## src/design/bist_pkg.sv

```systemverilog
// Shared types and constants for the bounded integer set table.
// No dependencies; imported by the core and by its port checker.
`default_nettype none

package bist_pkg;

    // Store geometry
    localparam int DEPTH = 64;
    localparam int IDX_W = (DEPTH > 1) ? $clog2(DEPTH) : 1;
    localparam int CNT_W = $clog2(DEPTH + 1);

    // Field widths
    localparam int OP_W   = 2;
    localparam int VAL_W  = 32;
    localparam int POS_W  = 6;
    localparam int SIZE_W = 7;
    localparam int CAP_W  = 7;

    localparam logic [CAP_W-1:0] CAP_RESET = 7'd64;

    // Request codes
    typedef enum logic [OP_W-1:0] {
        OP_ADD    = 2'd0,
        OP_REMOVE = 2'd1,
        OP_QUERY  = 2'd2,
        OP_CLEAR  = 2'd3
    } op_t;

    // Sequencer states
    typedef enum logic [2:0] {
        ST_IDLE,
        ST_SEARCH,
        ST_ACT,
        ST_MOVE,
        ST_RESP
    } state_t;

endpackage : bist_pkg

`default_nettype wire

```

## src/design/bounded_integer_set_table_core.sv

```systemverilog
// Bounded integer set table: set of distinct 32-bit integers kept in one
// synchronous store plus a count. Depends on bist_pkg.
`default_nettype none

// Each request runs a linear search over the elements held, of which there
// are at most DEPTH = 64, and stops at a hit; clear skips the search. The
// search reads one store entry per cycle through the single read port; a hit
// remove adds a read of the last entry and a write-back into the freed slot.
// A new request is taken only once the previous one has placed its result in
// the output register; a finished result waits there without holding up the
// next request until that one is ready to respond. The store needs no
// clearing after reset: only entries below the count are ever read.
module bounded_integer_set_table_core (
    input  wire logic                          clk,
    input  wire logic                          rst_n,
    // configuration
    input  wire logic                          capacity_we,
    input  wire logic [bist_pkg::CAP_W-1:0]    capacity,
    // request channel
    input  wire logic                          in_valid,
    output logic                               in_ready,
    input  wire logic [bist_pkg::OP_W-1:0]     op,
    input  wire logic signed [bist_pkg::VAL_W-1:0] value,
    // result channel
    output logic                               out_valid,
    input  wire logic                          out_ready,
    output logic                               found,
    output logic [bist_pkg::POS_W-1:0]         position,
    output logic                               changed,
    output logic [bist_pkg::SIZE_W-1:0]        size
);
    import bist_pkg::*;

    localparam int LIM_W = (CNT_W > CAP_W) ? CNT_W + 1 : CAP_W + 1;

    // Element store
    logic [VAL_W-1:0] elem_mem [DEPTH];

    state_t            state_reg, state_next;
    logic [CAP_W-1:0]  cap_reg;
    logic [CNT_W-1:0]  count_reg, count_next;
    op_t               op_reg, op_next;
    logic [VAL_W-1:0]  val_reg, val_next;
    logic [CNT_W-1:0]  scan_reg, scan_next;
    logic              pend_reg, pend_next;
    logic [IDX_W-1:0]  pidx_reg, pidx_next;
    logic              hit_reg, hit_next;
    logic [IDX_W-1:0]  slot_reg, slot_next;
    logic              chg_reg, chg_next;
    logic [VAL_W-1:0]  rd_data_reg;

    logic              out_valid_reg, out_valid_next;
    logic              found_reg, found_next;
    logic [POS_W-1:0]  pos_reg, pos_next;
    logic              changed_reg, changed_next;
    logic [SIZE_W-1:0] size_reg, size_next;

    logic              rd_en;
    logic [IDX_W-1:0]  rd_addr;
    logic              wr_en;
    logic [IDX_W-1:0]  wr_addr;
    logic [VAL_W-1:0]  wr_data;

    logic [LIM_W-1:0]  count_ext, cap_ext;
    logic              room;
    logic              hit_now;
    logic              out_free;

    // Room for one more element under both capacity and store depth
    assign count_ext = LIM_W'(count_reg);
    assign cap_ext   = LIM_W'(cap_reg);
    assign room      = (count_ext < cap_ext) && (count_ext < LIM_W'(DEPTH));

    assign hit_now  = pend_reg && (rd_data_reg == val_reg);
    assign out_free = !out_valid_reg || out_ready;

    assign in_ready  = (state_reg == ST_IDLE);
    assign out_valid = out_valid_reg;
    assign found     = found_reg;
    assign position  = pos_reg;
    assign changed   = changed_reg;
    assign size      = size_reg;

    // Store write port
    always_ff @(posedge clk)
    begin
        if (wr_en)
        begin
            elem_mem[wr_addr] <= wr_data;
        end
    end

    // Store read port, registered
    always_ff @(posedge clk)
    begin
        if (rd_en)
        begin
            rd_data_reg <= elem_mem[rd_addr];
        end
    end

    // Capacity register
    always_ff @(posedge clk or negedge rst_n)
    begin
        if (!rst_n)
        begin
            cap_reg <= CAP_RESET;
        end
        else if (capacity_we)
        begin
            cap_reg <= capacity;
        end
    end

    // Control state
    always_ff @(posedge clk or negedge rst_n)
    begin
        if (!rst_n)
        begin
            state_reg     <= ST_IDLE;
            count_reg     <= '0;
            pend_reg      <= 1'b0;
            out_valid_reg <= 1'b0;
        end
        else
        begin
            state_reg     <= state_next;
            count_reg     <= count_next;
            pend_reg      <= pend_next;
            out_valid_reg <= out_valid_next;
        end
    end

    // Request and result payload
    always_ff @(posedge clk)
    begin
        op_reg      <= op_next;
        val_reg     <= val_next;
        scan_reg    <= scan_next;
        pidx_reg    <= pidx_next;
        hit_reg     <= hit_next;
        slot_reg    <= slot_next;
        chg_reg     <= chg_next;
        found_reg   <= found_next;
        pos_reg     <= pos_next;
        changed_reg <= changed_next;
        size_reg    <= size_next;
    end

    // Sequencer: search, modify, write back, respond
    always_comb
    begin
        state_next     = state_reg;
        count_next     = count_reg;
        op_next        = op_reg;
        val_next       = val_reg;
        scan_next      = scan_reg;
        pend_next      = 1'b0;
        pidx_next      = pidx_reg;
        hit_next       = hit_reg;
        slot_next      = slot_reg;
        chg_next       = chg_reg;
        out_valid_next = out_valid_reg && !out_ready;
        found_next     = found_reg;
        pos_next       = pos_reg;
        changed_next   = changed_reg;
        size_next      = size_reg;
        rd_en          = 1'b0;
        rd_addr        = '0;
        wr_en          = 1'b0;
        wr_addr        = '0;
        wr_data        = val_reg;

        unique case (state_reg)
            ST_IDLE:
            begin
                if (in_valid)
                begin
                    op_next   = op_t'(op);
                    val_next  = value;
                    scan_next = '0;
                    hit_next  = 1'b0;
                    slot_next = '0;
                    chg_next  = 1'b0;
                    if (op_t'(op) == OP_CLEAR)
                    begin
                        chg_next   = (count_reg != '0);
                        count_next = '0;
                        state_next = ST_RESP;
                    end
                    else
                    begin
                        state_next = ST_SEARCH;
                    end
                end
            end

            ST_SEARCH:
            begin
                // compare the entry read last cycle, issue the next read
                if (hit_now)
                begin
                    hit_next   = 1'b1;
                    slot_next  = pidx_reg;
                    state_next = ST_ACT;
                end
                else if (scan_reg < count_reg)
                begin
                    rd_en     = 1'b1;
                    rd_addr   = scan_reg[IDX_W-1:0];
                    pend_next = 1'b1;
                    pidx_next = scan_reg[IDX_W-1:0];
                    scan_next = scan_reg + CNT_W'(1);
                end
                else
                begin
                    state_next = ST_ACT;
                end
            end

            ST_ACT:
            begin
                state_next = ST_RESP;
                case (op_reg)
                    OP_ADD:
                    begin
                        if (!hit_reg && room)
                        begin
                            wr_en      = 1'b1;
                            wr_addr    = count_reg[IDX_W-1:0];
                            wr_data    = val_reg;
                            count_next = count_reg + CNT_W'(1);
                            chg_next   = 1'b1;
                        end
                    end
                    OP_REMOVE:
                    begin
                        // fetch the last entry to fill the freed slot
                        if (hit_reg)
                        begin
                            rd_en      = 1'b1;
                            rd_addr    = IDX_W'(count_reg - CNT_W'(1));
                            count_next = count_reg - CNT_W'(1);
                            chg_next   = 1'b1;
                            state_next = ST_MOVE;
                        end
                    end
                    default:
                    begin
                    end
                endcase
            end

            ST_MOVE:
            begin
                wr_en      = 1'b1;
                wr_addr    = slot_reg;
                wr_data    = rd_data_reg;
                state_next = ST_RESP;
            end

            ST_RESP:
            begin
                // hold until the output register is free
                if (out_free)
                begin
                    out_valid_next = 1'b1;
                    found_next     = hit_reg;
                    pos_next       = hit_reg ? POS_W'(slot_reg) : '0;
                    changed_next   = chg_reg;
                    size_next      = SIZE_W'(count_reg);
                    state_next     = ST_IDLE;
                end
            end

            default:
            begin
                state_next = ST_IDLE;
            end
        endcase
    end

endmodule : bounded_integer_set_table_core

`default_nettype wire

```

## config.mk

```make
export PLATFORM = sky130hd
export DESIGN_NAME = bounded_integer_set_table_core
export DESIGN_NICKNAME = d
export VERILOG_FILES = /design/src/design/bist_pkg.sv /design/src/design/bounded_integer_set_table_core.sv
export SDC_FILE = /design/constraint.sdc
export NUM_CORES = 2
export LEC_CHECK = 0
export ABC_AREA = 1
export ABC_CLOCK_PERIOD_IN_PS = 5400
export BUFFER_PORTS_ARGS = -buffer_cell sky130_fd_sc_hd__buf_2
export CAP_MARGIN = 10
export CORE_MARGIN = 2
export CORE_UTILIZATION = 26
export CTS_BUF_LIST = sky130_fd_sc_hd__clkbuf_2
export DETAILED_ROUTE_END_ITERATION = 16
export MAX_ROUTING_LAYER = met4
export PLACE_DENSITY_LB_ADDON = 0.08
export RECOVER_POWER = 100
export REMOVE_ABC_BUFFERS = 1
export SYNTH_ARGS = -nofsm -noshare
export SYNTH_HDL_FRONTEND = slang
export SYNTH_SLANG_ARGS = --single-unit
```

## constraint.sdc

```tcl
create_clock -name clk -period 5.4 [get_ports clk]
set_input_delay 0 -clock clk [delete_from_list [all_inputs] [get_ports clk]]
set_output_delay 0 -clock clk [all_outputs]
set_load 0.01 [all_outputs]
```

==> results.cfg <==
[run_status]
status = finished with violations
violations = capacitance limit, slew limit

[grt]
grt.overflow.total = 0
use_met2 = 0.2984
layer_with_the_highest_usage = met2
grt_start_max_net_pins = 184
grt_use_total = 0.1865
met1_track_utilization_from_global_routing = 0.2479
grt.met3_usage = 0.02917
vias_in_the_first_global_route = 66847
grt_antenna_before_repair = 15
grt_first_pass_wirelength_um = 495400

[synthesis]
synth_top_cell_area_share = 0.6720
synth_top_family_by_area = simple AND/OR/NAND/NOR gates
synthesis.area_um2 = 96070
post_synth_fa_ha_maj_area_fraction = 0.002084
yosysUniqueCellTypes = 42
ys.warnings.count = 0
edff_count_synth = 2150
synth-async-reset-ratio = 0.008760
netlist.top_cell.by_area = sky130_fd_sc_hd__edfxtp_1
synthesis.area_per_instance_um2 = 11.08
post_synth_xor_area_fraction = 0.002006
seq_area_frac_synth = 0.6770
synth_mux_area_frac = 0
synth-seq-cells = 2169
ys_top_cells_by_area = sky130_fd_sc_hd__edfxtp_1 67%, sky130_fd_sc_hd__nand3_1 12%, sky130_fd_sc_hd__nand3b_1 6.0%
synthSimpleGateAreaFrac = 0.2324
synth_cells = 8674
synthFlopType = sky130_fd_sc_hd__edfxtp_1
synth_compound_area_frac = 0.005209

[finish]
layoutNonFillerInstCount = 14567
final_net_count = 9340
final.fill_count = 38294
largest_reg_flops = 2048
layout-drive-gt1-share = 0.1365
flow.area_growth_from_synthesis_pct = 15.11
postLayoutCoreUtil = 0.3003

[sta]
total_neg_setup_slack_ns = 0
grt_setup_unrepaired = false
slew_headroom = -1.293
setup_viol_count_final = 0
layout_worst_path_cycle_share = 0.9899
worst_clock_skew_ns = 0.1728
max_slew.worst_pin.slew_ns = 3.403
timing_max_transition_violations_final = 1327
hold_violations = 0
achievable-frequency_mhz = 187.1
layout_min_cycle_time_ns = 5.346

[clock_network]
cts_tree = yes
cts_htree_levels = 6
ctsLongestPathBuffers = 4
cts_resized = 0
clk_sinks = 2169
insertion_delay_ns = 2.12
cts.reportedPaths.clkPinSlew_ns = 0.10
cts_buffers = 634
root_driver = sky130_fd_sc_hd__clkbuf_2

[critical_path]
setup.worst_path.start = rd_data_reg[12]
crit_reg_reg_startpoint = rd_data_reg[12]
worstPathArrival_ns = 7.23
cp.required_ns = 7.29
endpoint_kind = flip-flop
setup.worst_path.class = reg2reg
critical_path.startpoint_type = flip-flop
crit_path_max_fanout = 37

[die]
placementRows = 223
die_x_um = 611.9
die_h_um = 611.9
initial_utilization = 0.2609
core_region_area_um2 = 368300
pin_count = 63
design.die.area_um2 = 374400

[job]
drv.max_cap_violation_count = 38

[place]
port-buffer-count = 62
detailed_place_hpwl_um = 184400
numPlacedInstances = 13274
gp_routability_congestion = 0.7802

[power]
cellPowerDensity_nw_per_um2 = 430.3
peakVddDrop_mv = 0.2615
total_power_uw = 47590
leakage_uw = 0.04262

[min_path]
launch_point_of_the_worst_hold_path = value[19]
hp-class = in2reg

[detailed_routing]
route.detailed.wl_per_inst_um = 23.73
drt-pass1-iter-count = 5
vias = 67126
initialDrtViolationCount = 4566
vias_per_cell = 4.608
final_antenna_net_count = 0
postRouteWirelength_um = 345700
count_of_unresolved_drc_violations_after_routing = 0
-- cell usage after synthesis, drive strengths merged, types with 16 or more instances --
library cell / n
clkbuf: 200
dfrtp: 18
edfxtp: 2150
o21ai: 55
a21oi: 17
inv: 1394
buf: 359
ha: 16
nand2: 1296
nand3: 2214
nand3b: 764
nor2: 116
-- cell usage in the layout, fill, tap and decap left out, drive strengths merged, types with 2 or more instances in the layout --
cell type	Yosys	routed
nand3	2214	2214
edfxtp	2150	2150
inv	1394	1412
nand2	1296	1296
clkbuf	200	1080
nand3b	764	764
dlygate4sd3	0	205
buf	359	167
nor2	116	116
clkinv	4	111
o21ai	55	55
dfrtp	18	18
a21oi	17	17
ha	16	16
xnor2	15	15
bufinv	0	15
diode	0	14
nand4	9	9
clkinvlp	0	9
o22ai	9	9
nor3	8	8
xor2	7	7
and2	4	4
or2	4	4
o31ai	3	3
o21a	2	2
o211ai	2	2
nor4	2	2
-- path summary, 6_finish.rpt --
path                                        end  slack, ns  cells after the start
worst min register to register          changed       0.42                      0
worst max-delay path            rd_data_reg[19]       0.05                     18
worst min-delay path                val_reg[19]       0.38                      5
min in group asynchronous            cap_reg[3]       0.73                      6
worst max register to register  rd_data_reg[19]       0.05                     18
max in group asynchronous            cap_reg[2]       3.95                      6
-- kinds of logic after synthesis --
kind of cell | Yosys count
simple gates | 4418
flops | 2169
buf+inv | 1957
compound gates | 92
xor+xnor | 22
fa+ha+maj | 16
-- critical path, stage by stage (launching register included) --
cell and delay (ns):
sky130_fd_sc_hd__edfxtp_1 0.54, sky130_fd_sc_hd__xnor2_1 0.65, sky130_fd_sc_hd__nand2_1 0.11, sky130_fd_sc_hd__nor2_1 0.17, sky130_fd_sc_hd__nand2_1 0.16, sky130_fd_sc_hd__nor2_1 0.16, sky130_fd_sc_hd__nand3_1 0.39, sky130_fd_sc_hd__nand3_1 0.34
sky130_fd_sc_hd__nand2_8 0.23, sky130_fd_sc_hd__inv_8 0.24, sky130_fd_sc_hd__buf_12 0.26, sky130_fd_sc_hd__buf_12 0.29, sky130_fd_sc_hd__buf_4 0.21, sky130_fd_sc_hd__nand3_1 0.08, sky130_fd_sc_hd__nand3_1 0.09, sky130_fd_sc_hd__nand3_1 0.08
sky130_fd_sc_hd__nand3_1 0.27, sky130_fd_sc_hd__nand3_1 0.54, sky130_fd_sc_hd__nand2_1 0.24
-- power by group --
| part | switching [µW] | internal [µW] | total [µW] |
|---|---|---|---|
| Sequential | 419 | 20800 | 21300 |
| Combinational | 10300 | 3250 | 13600 |
| Clock | 7470 | 5270 | 12700 |
| Total | 18200 | 29400 | 47600 |
-- metrics by stage --
stage	hold WS, ns	setup WS [ns]	instance area, µm²
after floorplan	-0.2956	-50.78	93510
after global placement	-0.002463	0.1111	103600
after detailed placement	-0.003297	0.1702	103600
after CTS	0.001256	0.1501	111400
after global routing	0.1628	0.03846	110600
final	0.3761	0.05445	110600
-- area by class of cell --
class | instances | area [µm²] | area share
multi-input cells | 4548 | 23700 | 0.2143
well taps | 4837 | 6052 | 0.05472
clock buffers | 925 | 4629 | 0.04186
diodes | 14 | 35.03 | 0.0003168
clock inverters | 149 | 1044 | 0.009435
repair buffers | 527 | 4826 | 0.04364
inverters | 1398 | 5270 | 0.04765
flip-flops and latches | 2169 | 65040 | 0.5881
-- per-layer routing --
metal / vias up / part of all wire
met2: 1751 / 0.47
li1: 31280 / -
met4: 0 / 0.020
met1: 33586 / 0.46
met5: - / 0
met3: 509 / 0.049
-- repair_timing --
item	in CTS	in global routing
endpoints found under the setup margin	0	0
buffers inserted	0	0
hold endpoints to repair	136	0
hold buffers	205	0
(Power assumes the default switching activity.)
